<file path="src/rtl/qapm_pkg.sv">
// qapm_pkg: shared types and constants for the quad attitude PID mixer.
// Used by every module of the block. No dependencies.
`default_nettype none

package qapm_pkg;

   localparam int GAIN_WIDTH      = 16;
   localparam int LIMIT_WIDTH     = 10;
   localparam int THROTTLE_WIDTH  = 12;
   localparam int DRIVE_WIDTH     = 11;
   localparam int MOTOR_WIDTH     = 14;
   localparam int PROD_FRAC       = 12;
   localparam int CSR_INDEX_WIDTH = 3;
   localparam int CSR_DATA_WIDTH  = 16;

   typedef enum logic [CSR_INDEX_WIDTH-1:0] {
      CSR_RP_P_GAIN  = 3'd0,
      CSR_RP_I_GAIN  = 3'd1,
      CSR_RP_D_GAIN  = 3'd2,
      CSR_RP_LIMIT   = 3'd3,
      CSR_YAW_P_GAIN = 3'd4,
      CSR_YAW_I_GAIN = 3'd5,
      CSR_YAW_D_GAIN = 3'd6,
      CSR_YAW_LIMIT  = 3'd7
   } csr_index_type;

   localparam logic [GAIN_WIDTH-1:0]  RP_P_GAIN_RESET  = 16'd77;
   localparam logic [GAIN_WIDTH-1:0]  RP_I_GAIN_RESET  = 16'd51;
   localparam logic [GAIN_WIDTH-1:0]  RP_D_GAIN_RESET  = 16'd2560;
   localparam logic [LIMIT_WIDTH-1:0] RP_LIMIT_RESET   = 10'd350;
   localparam logic [GAIN_WIDTH-1:0]  YAW_P_GAIN_RESET = 16'd51;
   localparam logic [GAIN_WIDTH-1:0]  YAW_I_GAIN_RESET = 16'd0;
   localparam logic [GAIN_WIDTH-1:0]  YAW_D_GAIN_RESET = 16'd2560;
   localparam logic [LIMIT_WIDTH-1:0] YAW_LIMIT_RESET  = 10'd350;

   typedef struct packed {
      logic [GAIN_WIDTH-1:0]  p_gain;
      logic [GAIN_WIDTH-1:0]  i_gain;
      logic [GAIN_WIDTH-1:0]  d_gain;
      logic [LIMIT_WIDTH-1:0] limit;
   } axis_gains_type;

   // stage load strobes shared by all axis datapaths
   typedef struct packed {
      logic s1_load;
      logic s2_load;
      logic s3_load;
   } pipe_ctrl_type;

endpackage

`default_nettype wire

</file>
<file path="src/rtl/qapm_mixer.sv">
// qapm_mixer: X-frame motor mixer, throttle plus signed axis drives.
// Depends on qapm_pkg.
`default_nettype none

module qapm_mixer
   import qapm_pkg::*;
(
   input  logic [THROTTLE_WIDTH-1:0]     throttle,
   input  logic signed [DRIVE_WIDTH-1:0] roll,
   input  logic signed [DRIVE_WIDTH-1:0] pitch,
   input  logic signed [DRIVE_WIDTH-1:0] yaw,
   output logic signed [MOTOR_WIDTH-1:0] front_right,
   output logic signed [MOTOR_WIDTH-1:0] front_left,
   output logic signed [MOTOR_WIDTH-1:0] rear_left,
   output logic signed [MOTOR_WIDTH-1:0] rear_right
);

   localparam int XW = MOTOR_WIDTH + 1;

   logic signed [XW-1:0] t_x, r_x, p_x, y_x;

   assign t_x = $signed(XW'(throttle));
   assign r_x = XW'(roll);
   assign p_x = XW'(pitch);
   assign y_x = XW'(yaw);

   assign front_right = MOTOR_WIDTH'(t_x - p_x + r_x - y_x);
   assign front_left  = MOTOR_WIDTH'(t_x - p_x - r_x + y_x);
   assign rear_left   = MOTOR_WIDTH'(t_x + p_x - r_x - y_x);
   assign rear_right  = MOTOR_WIDTH'(t_x + p_x + r_x + y_x);

endmodule

`default_nettype wire

</file>
<file path="config.mk">
export PLATFORM = sky130hd
export DESIGN_NAME = qapm_mixer
export DESIGN_NICKNAME = d
export VERILOG_FILES = /design/src/rtl/qapm_pkg.sv /design/src/rtl/qapm_mixer.sv
export SDC_FILE = /design/constraint.sdc
export NUM_CORES = 1
export LEC_CHECK = 0
export ABC_CLOCK_PERIOD_IN_PS = 4700
export CORE_ASPECT_RATIO = 0.5
export CORE_MARGIN = 5
export CORE_UTILIZATION = 50
export DETAILED_ROUTE_END_ITERATION = 7
export DONT_BUFFER_PORTS = 1
export GPL_ROUTABILITY_DRIVEN = 1
export PLACE_DENSITY = 0.68
export SETUP_SLACK_MARGIN = 0.5
export SLEW_MARGIN = 20
export SYNTH_ARGS = -nofsm -noshare
export SYNTH_HDL_FRONTEND = slang
export SYNTH_SLANG_ARGS = --single-unit
</file>
<file path="constraint.sdc">
create_clock -name vclk -period 4.7
set_input_delay 0.705 -clock vclk [all_inputs]
set_output_delay 0.705 -clock vclk [all_outputs]
set_load 0.005 [all_outputs]
</file>
==> results_dict.tcl <==
set metrics [dict create \
    seq_area_frac_synth_pct 0 \
    drv_slew 0 \
    n_antenna_cell 0 \
    num_vias 4934 \
    hp-class "in2out" \
    die_w_um 148 \
    ios 101 \
    grt_use_total_pct 23.4 \
    ant_nets 0 \
    gr-total-overflow 0 \
    end_kind "primary output" \
    port_buffers 0 \
    nNetsFinal 906 \
    layout_setup_ws_ps -287 \
    synth_nets 764 \
    rows 25 \
    cpPeakStageDelay_ps 530 \
    final.fill_count 536 \
    p_leak_nw 3.44 \
    critical_path.top_delay_family "adder cells" \
    top_layer "met4" \
    ys_warn_count 0 \
    cap_viol_max_count 0 \
    dp.cells 791 \
    final_cell_mix "127 x buf_4, 102 x inv_1, 49 x ha_1, 45 x fa_1, 30 x xnor2_1" \
    worstSetupStartpointType "input port" \
    hold_depth 1 \
    worstMarginPinSlew_ps 641 \
    max_slew_margin_pct 57.2 \
    first_pass_iters 5 \
    hold_viol_final 0 \
    crit_fanout 4 \
    drive_gt1_share_pct 46.1 \
    coreArea_mm2 0.00935 \
    fin_util_pct 79.3 \
    avgSynthCellArea_um2 8.17 \
    synth_area_mm2 0.00476 \
    dp_hpwl_um 10600 \
    dpl_worst_slack_ps -209 \
    globalplace.congestion 0.886 \
    yosys.cell_types.count 60 \
    max_freq_mhz 201 \
    required_ps 3990 \
    cp_num_buf_inv 3 \
    layout_commonest_cell "buf_4" \
    ff_latch_area_um2 0 \
    synthCells 583 \
    setup_viol 15 \
    post-route-period-util_pct 106 \
    grt_max_degree 10 \
    clockBufferCount 0 \
    violations "setup timing" \
    outcome "finished, violations left" \
    wl_um 17600 \
    grt_setup_unrepaired "yes" \
    critical_path_arrival_ps 4280 \
    first_iter_violations 224 \
    final_cells 844 \
    antenna_found_initial 0 \
    vdd_drop_max_v 0.000308 \
    viasPerCell 5.85 \
    drt-met1-wl_um 6780 \
    grt_pass1_vias 4832 \
    wl_per_cell_um 20.8 \
    min_to "front_right[0]" \
    dieArea_mm2 0.0117 \
    initial_core_util_pct 50.9 \
    wl_met3_um 1100 \
    hold_start "roll[0]" \
    die_h_um 79 \
    crit_chain "ha_1, buf_4, nor3_1, o311ai_4, and2_4, xnor2_2, fa_1, inv_1, buf_4, ha_1, nand2_2, o311ai_4, o211ai_1, xnor2_1" \
    seq_cells 0 \
    postCtsHoldBufs 0 \
    crit_slowest_cell "fa_1" \
    place_area_mm2 0.00577 \
    pwr_density_cell_mw_per_mm2 485 \
    area_growth_pct 55.8 \
    met2_length_um 8670 \
    design_area_mm2 0.00742 \
    final.min_clock_period_ps 4990 \
    crit_type "in2out" \
    grt_pass1_wl_um 22700 \
    drc 0 \
    holdWs_ps 1540 \
]
per-layer routing:
metal / global-route usage [%] / up-vias
li1: - / 2205
met1: 29.1 / 2415
met2: 44.3 / 230
met3: 3.14 / 84
met4: 3.69 / 0
met5: 0 / -
where the power goes:
group,switching (mW),internal (mW)
registers,0,0
clock network,0,0
logic,1.83,1.77
worst max-delay path by stage:
stage / depth (start not counted) / to / startpoint / slack (ps)
finish: 14 / rear_left[12] / throttle[5] / -290
global route: 20 / rear_left[13] / throttle[0] / -350
CTS: 17 / front_left[13] / throttle[0] / -20
detailed placement: 18 / front_right[13] / throttle[0] / -210
global placement: 18 / front_right[13] / throttle[0] / -220
floorplan: 18 / front_left[13] / pitch[2] / 120
layout make-up:
class              instances  area, µm²  area share (%)
inverters                118        470            6.34
well taps                121        151            2.04
multi-input cells        459       5630            75.9
repair buffers           146       1170            15.7
Yosys cell counts, drive strengths merged (3+ instances only):
| master | count | share of area [%] |
|---|---|---|
| o21bai | 13 | 2.1 |
| a31oi | 3 | 0.39 |
| o41ai | 3 | 0.87 |
| o311ai | 5 | 0.92 |
| a2111oi | 4 | 0.87 |
| nor2 | 30 | 2.4 |
| buf | 4 | 0.60 |
| nand2 | 20 | 1.6 |
| o31ai | 6 | 1.1 |
| nor3 | 14 | 1.5 |
| nor2b | 12 | 1.7 |
| and2 | 3 | 0.39 |
| o21a | 5 | 0.79 |
| nand2b | 10 | 1.3 |
| inv | 118 | 9.3 |
| ha | 81 | 21 |
| a21o | 13 | 2.0 |
| nand3 | 11 | 1.2 |
| fa | 55 | 23 |
| xnor2 | 53 | 9.8 |
| or3 | 3 | 0.39 |
| a21oi | 43 | 4.7 |
| xor2 | 12 | 2.2 |
| o21ai | 25 | 2.9 |
| and3 | 3 | 0.39 |
| a211oi | 3 | 0.47 |
what timing repair did:
item,CTS,global route
setup buffers,39,14
gates resized for setup,142,87
endpoints found under the setup margin,30,32
pin swaps,93,71
per-stage QoR:
step	setup TNS [ps]	power (mW)
finish	-1780	3.60
floorplan	0	1.60
global placement	-1110	2.28
detailed placement	-1270	2.32
CTS	-48.0	2.96
global route	-3610	3.83
cell families (layout without fill, tap and decap cells):
group	after synthesis	after routing	share of synthesized area, %
AO/OA/AOI/OAI	138	138	19.8
XOR/XNOR	67	67	12.9
adder cells (fa/ha/maj)	136	136	44.4
buffers and inverters	124	264	10.1
multiplexers	2	2	0.421
AND/OR/NAND/NOR	116	116	12.4
Power figures use the tool's default switching activity.
