**src/rtl/qapm_pkg.sv**
```systemverilog
// qapm_pkg: shared types and constants for the quad attitude PID mixer.
// Used by every module of the block. No dependencies.
`default_nettype none

package qapm_pkg;

   localparam int GAIN_WIDTH      = 16;
   localparam int LIMIT_WIDTH     = 10;
   localparam int THROTTLE_WIDTH  = 12;
   localparam int DRIVE_WIDTH     = 11;
   localparam int MOTOR_WIDTH     = 14;
   localparam int PROD_FRAC       = 12;
   localparam int CSR_INDEX_WIDTH = 3;
   localparam int CSR_DATA_WIDTH  = 16;

   typedef enum logic [CSR_INDEX_WIDTH-1:0] {
      CSR_RP_P_GAIN  = 3'd0,
      CSR_RP_I_GAIN  = 3'd1,
      CSR_RP_D_GAIN  = 3'd2,
      CSR_RP_LIMIT   = 3'd3,
      CSR_YAW_P_GAIN = 3'd4,
      CSR_YAW_I_GAIN = 3'd5,
      CSR_YAW_D_GAIN = 3'd6,
      CSR_YAW_LIMIT  = 3'd7
   } csr_index_type;

   localparam logic [GAIN_WIDTH-1:0]  RP_P_GAIN_RESET  = 16'd77;
   localparam logic [GAIN_WIDTH-1:0]  RP_I_GAIN_RESET  = 16'd51;
   localparam logic [GAIN_WIDTH-1:0]  RP_D_GAIN_RESET  = 16'd2560;
   localparam logic [LIMIT_WIDTH-1:0] RP_LIMIT_RESET   = 10'd350;
   localparam logic [GAIN_WIDTH-1:0]  YAW_P_GAIN_RESET = 16'd51;
   localparam logic [GAIN_WIDTH-1:0]  YAW_I_GAIN_RESET = 16'd0;
   localparam logic [GAIN_WIDTH-1:0]  YAW_D_GAIN_RESET = 16'd2560;
   localparam logic [LIMIT_WIDTH-1:0] YAW_LIMIT_RESET  = 10'd350;

   typedef struct packed {
      logic [GAIN_WIDTH-1:0]  p_gain;
      logic [GAIN_WIDTH-1:0]  i_gain;
      logic [GAIN_WIDTH-1:0]  d_gain;
      logic [LIMIT_WIDTH-1:0] limit;
   } axis_gains_type;

   // stage load strobes shared by all axis datapaths
   typedef struct packed {
      logic s1_load;
      logic s2_load;
      logic s3_load;
   } pipe_ctrl_type;

endpackage

`default_nettype wire

```
**src/rtl/qapm_csr.sv**
```systemverilog
// qapm_csr: gain and limit registers, written through the csr write port.
// Depends on qapm_pkg.
`default_nettype none

module qapm_csr
   import qapm_pkg::*;
(
   input  logic                       clock,
   input  logic                       reset,
   input  logic                       csr_write,
   input  logic [CSR_INDEX_WIDTH-1:0] csr_index,
   input  logic [CSR_DATA_WIDTH-1:0]  csr_data,
   output axis_gains_type             rp_gains,
   output axis_gains_type             yaw_gains
);

   axis_gains_type rp_ff, rp_in;
   axis_gains_type yaw_ff, yaw_in;

   always_comb begin
      rp_in  = rp_ff;
      yaw_in = yaw_ff;
      if (csr_write) begin
         case (csr_index)
            CSR_RP_P_GAIN:  rp_in.p_gain  = csr_data[GAIN_WIDTH-1:0];
            CSR_RP_I_GAIN:  rp_in.i_gain  = csr_data[GAIN_WIDTH-1:0];
            CSR_RP_D_GAIN:  rp_in.d_gain  = csr_data[GAIN_WIDTH-1:0];
            CSR_RP_LIMIT:   rp_in.limit   = csr_data[LIMIT_WIDTH-1:0];
            CSR_YAW_P_GAIN: yaw_in.p_gain = csr_data[GAIN_WIDTH-1:0];
            CSR_YAW_I_GAIN: yaw_in.i_gain = csr_data[GAIN_WIDTH-1:0];
            CSR_YAW_D_GAIN: yaw_in.d_gain = csr_data[GAIN_WIDTH-1:0];
            CSR_YAW_LIMIT:  yaw_in.limit  = csr_data[LIMIT_WIDTH-1:0];
            default: begin
               rp_in  = rp_ff;
               yaw_in = yaw_ff;
            end
         endcase
      end
   end

   always_ff @(posedge clock) begin
      if (reset) begin
         rp_ff  <= '{RP_P_GAIN_RESET, RP_I_GAIN_RESET, RP_D_GAIN_RESET, RP_LIMIT_RESET};
         yaw_ff <= '{YAW_P_GAIN_RESET, YAW_I_GAIN_RESET, YAW_D_GAIN_RESET,
                     YAW_LIMIT_RESET};
      end else begin
         rp_ff  <= rp_in;
         yaw_ff <= yaw_in;
      end
   end

   assign rp_gains  = rp_ff;
   assign yaw_gains = yaw_ff;

endmodule

`default_nettype wire

```
**config.mk**
```make
export PLATFORM = sky130hd
export DESIGN_NAME = qapm_csr
export DESIGN_NICKNAME = d
export VERILOG_FILES = /design/src/rtl/qapm_pkg.sv /design/src/rtl/qapm_csr.sv
export SDC_FILE = /design/constraint.sdc
export NUM_CORES = 1
export LEC_CHECK = 0
export BUFFER_PORTS_ARGS = -buffer_cell sky130_fd_sc_hd__buf_2
export CORE_MARGIN = 2
export CORE_UTILIZATION = 51
export CTS_CLUSTER_SIZE = 12
export DETAILED_ROUTE_END_ITERATION = 10
export PLACE_DENSITY = 0.81
export SKIP_LAST_GASP = 1
export SYNTH_ARGS = -nofsm -noshare
export SYNTH_HDL_FRONTEND = slang
export SYNTH_SLANG_ARGS = --single-unit
```
**constraint.sdc**
```tcl
create_clock -name clock -period 1.6 [get_ports clock]
set_input_delay 0.32 -clock clock [delete_from_list [all_inputs] [get_ports clock]]
set_output_delay 0.32 -clock clock [all_outputs]
set_load 0.01 [all_outputs]
```
==> impl_metrics.env, run 1 <==
export IMPL_status="complete, no violations"
export IMPL_drv_slew=0
export IMPL_fin_hold_ws_ns=0.122
export IMPL_synth_seq_area_share_pct=51.3
export IMPL_drive_above_1_share_pct=33.2
export IMPL_start_kind="flip-flop"
export IMPL_ys_warnings_count=0
export IMPL_fillers=647
export IMPL_drv_cap=0
export IMPL_synth_fp_nets=435
export IMPL_boundaryPins=138
export IMPL_via_per_inst=5.06
export IMPL_routedWlPerCell_um=16.8
export IMPL_timing_hold_violations_final=0
export IMPL_clkTransAtPathRegs_ns=0.06
export IMPL_tightest_slew_ns=0.426
export IMPL_cts_setup_buffers=0
export IMPL_synth_top_family_by_area="multiplexers"
export IMPL_synthSimpleGateAreaFrac_pct=19.5
export IMPL_max_freq_ghz=0.752
export IMPL_slowest_delay_ns=0.36
export IMPL_ir_drop_mv=0.728
export IMPL_synthDominantCellAreaShare_pct=51.3
export IMPL_dieArea_um2=9640
export IMPL_via_count=3458
export IMPL_areaGrowthSynthToFinish_pct=33.2
export IMPL_die_w_um=98.2
export IMPL_cts_resized=0
export IMPL_async_reset_ff_share_pct=0
export IMPL_clkLatencyLatePin_ns=0.50
export IMPL_grt_max_degree=38
export IMPL_max_slew_margin_rel_pct=71.6
export IMPL_cts_buffer_depth=2
export IMPL_diodes=0
export IMPL_track_usage_pct=23.8
export IMPL_synthCells=413
export IMPL_hp_class="primary input to flip-flop"
export IMPL_start_util_pct=52.1
export IMPL_first_iter_violations=148
export IMPL_power_density_nw_per_um2=1230
export IMPL_drc=0
export IMPL_synthTopCellsByCount="dfxtp_1 (116), mux2i_1 (116), nand2b_1 (104), nor2_1 (38), buf_2 (14)"
export IMPL_io_buffers=137
export IMPL_synthAdderAreaFrac_pct=0
export IMPL_grt_pass1_vias=3533
export IMPL_multi_input_area_um2=2040
export IMPL_gp_congestion=0.835
export IMPL_leakage_uw=0.00315
export IMPL_dp_cells=651
export IMPL_rsz0062_at_grt="false"
export IMPL_period_minus_slack_ns=1.33
export IMPL_yosysUniqueCellTypes=14
export IMPL_critPathKind="flip-flop to output pin"
export IMPL_fin_crit_sh_pct=83.1
export IMPL_globalRouteOverflowTotal=0
export IMPL_dp_hpwl_um=7970
export IMPL_synth_compound_area_share_pct=0
export IMPL_crit_fanout=2
export IMPL_htree_levels=4
export IMPL_synth_xor_area_share_pct=0
export IMPL_finalSetupViolCount=0
export IMPL_cp_end_kind="output pin"
export IMPL_grt_pass1_wl_um=17900
export IMPL_root_buffer="clkbuf_8"
export IMPL_regArea_um2=2320
export IMPL_synth_edf_count=0
export IMPL_antenna_left=0
export IMPL_cp_required_ns=1.28
export IMPL_synth_seq_cells=116
export IMPL_synthMuxAreaShare_pct=25.7
export IMPL_first_pass_iters=4
export IMPL_path_cells="buf_2"
export IMPL_wl_um=11400
export IMPL_arrival_ns=1.01
export IMPL_yosys_top_cells_area="dfxtp_1 (51%), mux2i_1 (26%), nand2b_1 (14%)"
export IMPL_numCtsBuffers=17
export IMPL_cts_tree="built"
export IMPL_fin_tns_setup_ns=0
export IMPL_die_h_um=98.2
export IMPL_syn_area_per_cell_um2=11.0
export IMPL_fin_nets=584
export IMPL_layout_cells_non_filler=683
export IMPL_crit_buf_inv=1
export IMPL_synth_ff_type="dfxtp_1"
export IMPL_slowest_stage="dfxtp_1"
export IMPL_cts_hold_buffers_added=0
export IMPL_cpLargestDelayFamily="flip-flops"
export IMPL_grt_antenna_before_repair=0
export IMPL_fin_skew_ns=0
export IMPL_row_count=34
export IMPL_yosysTopAreaCell="dfxtp_1"
export IMPL_clkSinkCount=116
export IMPL_synth_area_um2=4520
export IMPL_coreArea_um2=8680
==> metrics by stage <==
step / utilization [%] / power [µW] / instance area (µm²) / worst slack, ns
final: 69.5 / 7390 / 6030 / 0.271
after global routing: 69.5 / 7630 / 6030 / 0.229
after CTS: 69.5 / 7430 / 6030 / 0.247
after detailed placement: 62.2 / 3500 / 5400 / 0.0963
after global placement: 62.2 / 3490 / 5400 / 0.136
after floorplan: - / 3310 / 4520 / 0.224
==> worst register-to-register path: stages (launching register included) <==
cell	delay, ns
dfxtp_1	0.35
nand2b_1	0.08
mux2i_1	0.16
==> sequential cells by signal, summed over array words and instances (netlist names) <==
name	count
rp_gains	58
yaw_gains	58
==> placed cells by master, fill, tap and decap left out <==
cell,netlist,layout
buf_4,1,21
or4b_1,1,1
mux2i_1,116,116
bufinv_16,0,4
and4bb_1,2,2
clkinv_4,0,4
nor2_1,38,38
nand4bb_1,2,2
clkbuf_16,0,16
buf_12,1,3
nand4b_1,3,3
clkinvlp_4,0,2
clkbuf_1,13,1
nand4_1,1,1
clkbuf_8,0,2
inv_6,0,3
buf_2,14,136
dfxtp_1,116,116
nand2b_1,104,104
==> worst paths after layout <==
| check | slack (ns) | endpoint | cells after the start | from |
|---|---|---|---|---|
| min reg2reg | 0.47 | rp_gains[18]$_SDFFE_PP0P_ | 2 | rp_gains[18]$_SDFFE_PP0P_ |
| min | 0.12 | yaw_gains[47]$_SDFFE_PP1P_ | 3 | csr_data[5] |
| max | 0.27 | yaw_gains[54] | 1 | yaw_gains[54]$_SDFFE_PP0P_ |
| max reg2reg | 0.93 | rp_gains[46]$_SDFFE_PP0P_ | 2 | rp_gains[46]$_SDFFE_PP0P_ |
==> power by group <==
part	switching [µW]	internal, µW
clock	1360	2590
combinational	248	205
sequential	34.4	2950
total	1640	5750
==> area by class of cell <==
cell class / instances / share of cell area [%]
repair buffers: 160 / 14.9
well taps: 108 / 2.24
multi-input cells: 267 / 33.9
flip-flops and latches: 116 / 38.5
clock inverters: 13 / 3.26
clock buffers: 19 / 7.16
==> cells by family after synthesis <==
logic type	count (synthesis)
buf+inv	30
flops	116
mux	116
simple gates	151
==> routing by layer <==
metal,track usage [%],share of wire [%]
met2,38.9,49
met3,6.87,4.9
met5,0,0
met1,30.5,45
met4,8.01,1.5
Note: power is estimated with default switching activity, not from simulation.
==> run 2, diff against run 1 <==
clock period = 1.3 ns   (was 1.6 ns; I/O delays follow)
==> impl_metrics.env, run 2 (synthesis results as in run 1) <==
export IMPL_clkTransAtPathRegs_ns=0.05
export IMPL_slowest_delay_ns=0.36
export IMPL_timing_hold_violations_final=0
export IMPL_max_freq_ghz=0.792
export IMPL_dieArea_um2=9640
export IMPL_row_count=34
export IMPL_crit_buf_inv=1
export IMPL_drive_above_1_share_pct=33.4
export IMPL_fin_util_pct=70.5
export IMPL_fin_nets=583
export IMPL_gp_congestion=0.804
export IMPL_io_buffers=137
export IMPL_drc=0
export IMPL_hp_class="primary input to flip-flop"
export IMPL_via_per_inst=5.16
export IMPL_tightest_slew_ns=0.465
export IMPL_first_iter_violations=115
export IMPL_drv_slew=0
export IMPL_antenna_left=0
export IMPL_fin_tns_setup_ns=0
export IMPL_grt_antenna_before_repair=0
export IMPL_start_kind="flip-flop"
export IMPL_die_w_um=98.2
export IMPL_ir_drop_mv=0.839
export IMPL_power_density_nw_per_um2=1520
export IMPL_dpl_cell_area_um2=5460
export IMPL_grt_pass1_wl_um=18500
export IMPL_drv_cap=0
export IMPL_fin_crit_sh_pct=97.1
export IMPL_first_pass_iters=4
export IMPL_cp_end_kind="output pin"
export IMPL_path_cells="buf_2"
export IMPL_dp_hpwl_um=7940
export IMPL_routedWlPerCell_um=17.2
export IMPL_leakage_uw=0.00320
export IMPL_period_minus_slack_ns=1.26
export IMPL_cts_hold_buffers_added=0
export IMPL_via_count=3520
export IMPL_globalRouteOverflowTotal=0
export IMPL_multi_input_area_um2=2050
export IMPL_cts_tree="built"
export IMPL_numCtsBuffers=17
export IMPL_cts_buffer_depth=2
export IMPL_design_area_um2=6120
export IMPL_finalSetupViolCount=0
export IMPL_crit_fanout=2
export IMPL_cpLargestDelayFamily="flip-flops"
export IMPL_arrival_ns=1.00
export IMPL_regArea_um2=2320
export IMPL_start_util_pct=52.1
export IMPL_clkSinkCount=116
export IMPL_wl_um=11700
export IMPL_status="complete, no violations"
export IMPL_r2r_slack_ns=0.56
export IMPL_diodes=0
export IMPL_place_ws_ns=-0.107
export IMPL_cp_required_ns=1.04
export IMPL_fillers=657
export IMPL_total_power_uw=9310
export IMPL_htree_levels=4
export IMPL_postLayoutSetupSlackWorst_ns=0.0379
export IMPL_coreArea_um2=8680
export IMPL_fin_skew_ns=0
export IMPL_areaGrowthSynthToFinish_pct=35.2
export IMPL_layout_commonest_cell="buf_2"
export IMPL_rsz0062_at_grt="false"
export IMPL_slowest_stage="dfxtp_1"
export IMPL_layout_common_cells="buf_2 (135), mux2i_1 (116), dfxtp_1 (114), nand2b_1 (104), nor2_1 (38)"
export IMPL_grt_max_degree=27
export IMPL_die_h_um=98.2
export IMPL_critPathKind="flip-flop to output pin"
export IMPL_boundaryPins=138
export IMPL_root_buffer="clkbuf_8"
export IMPL_track_usage_pct=24.4
export IMPL_max_slew_margin_rel_pct=69.0
export IMPL_grt_pass1_vias=3643
export IMPL_clkLatencyLatePin_ns=0.50
run 2: cell count changes in the layout (fill, tap and decap cells not counted), moves of 2 or more:
| cell | previous run | this run |
|---|---|---|
| buf_12 | 3 | 8 |
| buf_4 | 21 | 15 |
| clkbuf_8 | 2 | 5 |
| clkinv_2 | 0 | 3 |
| clkinv_4 | 4 | 0 |
| dfxtp_1 | 116 | 114 |
| dfxtp_2 | 0 | 2 |
| inv_6 | 3 | 0 |
run 2: through the flow:
stage,hold slack [ns],std cells
after floorplan,0.431,413
after global placement,0.457,650
after detailed placement,0.460,650
after CTS,0.0345,682
after global routing,0.0667,682
final,0.0488,682
run 2: what timing repair did:
item	in CTS	in global routing
endpoints found under the setup margin	0	3
gates resized for setup	0	3
setup buffers	0	0
hold endpoints to repair	0	0
run 2: layout make-up:
cell class              count  share of cell area, %
clock buffers              23                   7.79
well taps                 108                   2.21
clock inverters             9                   2.82
repair buffers            159                   15.7
flip-flops and latches    116                   38.0
multi-input cells         267                   33.5
run 2: layer usage:
layer,up-vias,wire length (µm),part of all wire (%),track usage [%]
li1,1670,-,-,-
met1,1713,5090,43,30.1
met2,117,5790,49,40.8
met3,20,608,5.2,6.23
met4,0,237,2.0,9.80
met5,-,0,0,0
run 2: power by group:
group          switching (µW)  leakage [µW]  internal (µW)  total (µW)
registers                42.3      0.000940           3640        3680
logic                     314       0.00194            266         580
clock network            1540      0.000318           3500        5040
total                    1900       0.00320           7410        9310
run 2: path summary, 6_finish.rpt:
check                           cells past startpoint                       start                    endpoint
worst min register to register                      2   rp_gains[17]$_SDFFE_PP0P_   rp_gains[17]$_SDFFE_PP0P_
worst max register to register                      2  yaw_gains[47]$_SDFFE_PP1P_  yaw_gains[47]$_SDFFE_PP1P_
worst max-delay path                                1   rp_gains[41]$_SDFFE_PP0P_                rp_gains[41]
worst min-delay path                                3                 csr_data[9]  yaw_gains[19]$_SDFFE_PP1P_
==> run 3, diff against run 2 <==
CORE_UTILIZATION = 45   (was 51)
PLACE_DENSITY = 0.76   (was 0.81)
SETUP_SLACK_MARGIN = 0.15   (was default)
clock period = 1.1 ns   (was 1.3 ns; I/O delays follow)
==> impl_metrics.env, run 3 (synthesis results as in run 1) <==
export IMPL_status="complete, but fails checks"
export IMPL_violations="setup timing"
export IMPL_timing_hold_violations_final=0
export IMPL_cp_required_ns=0.88
export IMPL_rsz0062_at_grt="true"
export IMPL_via_count=3657
export IMPL_areaGrowthSynthToFinish_pct=61.6
export IMPL_crit_buf_inv=1
export IMPL_postLayoutSetupSlackWorst_ns=-0.0808
export IMPL_dieArea_um2=10900
export IMPL_via_per_inst=4.90
export IMPL_routedWlPerCell_um=17.6
export IMPL_layout_common_cells="mux2i_1 (116), buf_6 (116), dfxtp_2 (116), nand2b_1 (103), buf_4 (51)"
export IMPL_wl_um=13100
export IMPL_htree_levels=4
export IMPL_antenna_left=0
export IMPL_slowest_stage="dfxtp_2"
export IMPL_grt_antenna_before_repair=0
export IMPL_dp_hpwl_um=8110
export IMPL_drv_cap=0
export IMPL_drive_above_1_share_pct=56.7
export IMPL_critPathKind="flip-flop to output pin"
export IMPL_gp_congestion=0.761
export IMPL_die_h_um=104
export IMPL_coreArea_um2=9770
export IMPL_power_density_nw_per_um2=1460
export IMPL_root_buffer="clkbuf_8"
export IMPL_dpl_cell_area_um2=5560
export IMPL_ir_drop_mv=0.925
export IMPL_period_minus_slack_ns=1.18
export IMPL_diodes=0
export IMPL_finalSetupViolCount=116
export IMPL_fin_tns_setup_ns=-6.88
export IMPL_fin_hold_ws_ns=0.0338
export IMPL_cts_tree="built"
export IMPL_drv_slew=0
export IMPL_start_util_pct=46.3
export IMPL_cp_end_kind="output pin"
export IMPL_grt_max_degree=35
export IMPL_leakage_uw=0.00359
export IMPL_grt_pass1_vias=3851
export IMPL_cts_buffer_depth=2
export IMPL_cpLargestDelayFamily="flip-flops"
export IMPL_track_usage_pct=24.2
export IMPL_fin_crit_sh_pct=107
export IMPL_fin_skew_ns=0
export IMPL_hp_class="primary input to flip-flop"
export IMPL_start_kind="flip-flop"
export IMPL_globalRouteOverflowTotal=0
export IMPL_io_buffers=137
export IMPL_tightest_slew_ns=0.425
export IMPL_first_iter_violations=87
export IMPL_boundaryPins=138
export IMPL_max_freq_ghz=0.847
export IMPL_place_ws_ns=-0.277
export IMPL_design_area_um2=7310
export IMPL_arrival_ns=0.96
export IMPL_grt_pass1_wl_um=20300
export IMPL_row_count=36
export IMPL_fin_nets=624
export IMPL_clkTransAtPathRegs_ns=0.06
export IMPL_path_cells="buf_6"
export IMPL_max_slew_margin_rel_pct=71.6
export IMPL_die_w_um=104
export IMPL_clkLatencyLatePin_ns=0.50
export IMPL_slowest_delay_ns=0.35
export IMPL_drc=0
export IMPL_crit_fanout=2
export IMPL_clkSinkCount=116
export IMPL_first_pass_iters=4
export IMPL_numCtsBuffers=17
run 3: final cells by class:
class                      instances  area [µm²]
sequential                       116        2470
fill                             648        2460
multi-input combinational        267        2060
timing repair buffer             200        2030
clock buffer                      21         459
tap                              133         166
clock inverter                    10         130
run 3: power breakdown:
group,switching (µW),internal [µW]
Sequential,74.3,4320
Clock,1860,3590
Combinational,393,473
Total,2320,8380
run 3: stage by stage:
| step | power, µW | instances | util [%] |
|---|---|---|---|
| after floorplan | 4830 | 413 | - |
| after detailed placement | 5140 | 677 | 56.8 |
| after global routing | 11100 | 747 | 74.8 |
| after global placement | 5120 | 677 | 56.8 |
| final | 10700 | 747 | 74.8 |
| after CTS | 10700 | 725 | 73.1 |
run 3: routing by layer:
metal	wire length (µm)	global-route usage (%)	share of wire, %
met1	5530	28.5	42
met2	6720	41.8	51
met3	650	6.45	5.0
met4	233	9.27	1.8
met5	0	0	0
run 3: path summary, 6_finish.rpt:
check                                               start  cells after the start  slack [ns]                         to
worst max-delay path             rp_gains[6]$_SDFFE_PP1P_                      1       -0.08                rp_gains[6]
worst min register to register  rp_gains[15]$_SDFFE_PP0P_                      2        0.48  rp_gains[15]$_SDFFE_PP0P_
worst max register to register  rp_gains[23]$_SDFFE_PP0P_                      4        0.19  rp_gains[23]$_SDFFE_PP0P_
worst min-delay path                          csr_data[0]                      3        0.03  rp_gains[42]$_SDFFE_PP1P_
run 3: repair_timing:
action	in CTS	in global routing
hold endpoints to repair	2	0
gates resized for setup	232	0
endpoints found under the setup margin	116	116
buffers inserted	15	22
hold buffers	2	0
run 3: tightest hold or removal path: stages:
cell and delay [ns]:
buf_2 0.09, nor2_1 0.07, mux2i_1 0.11
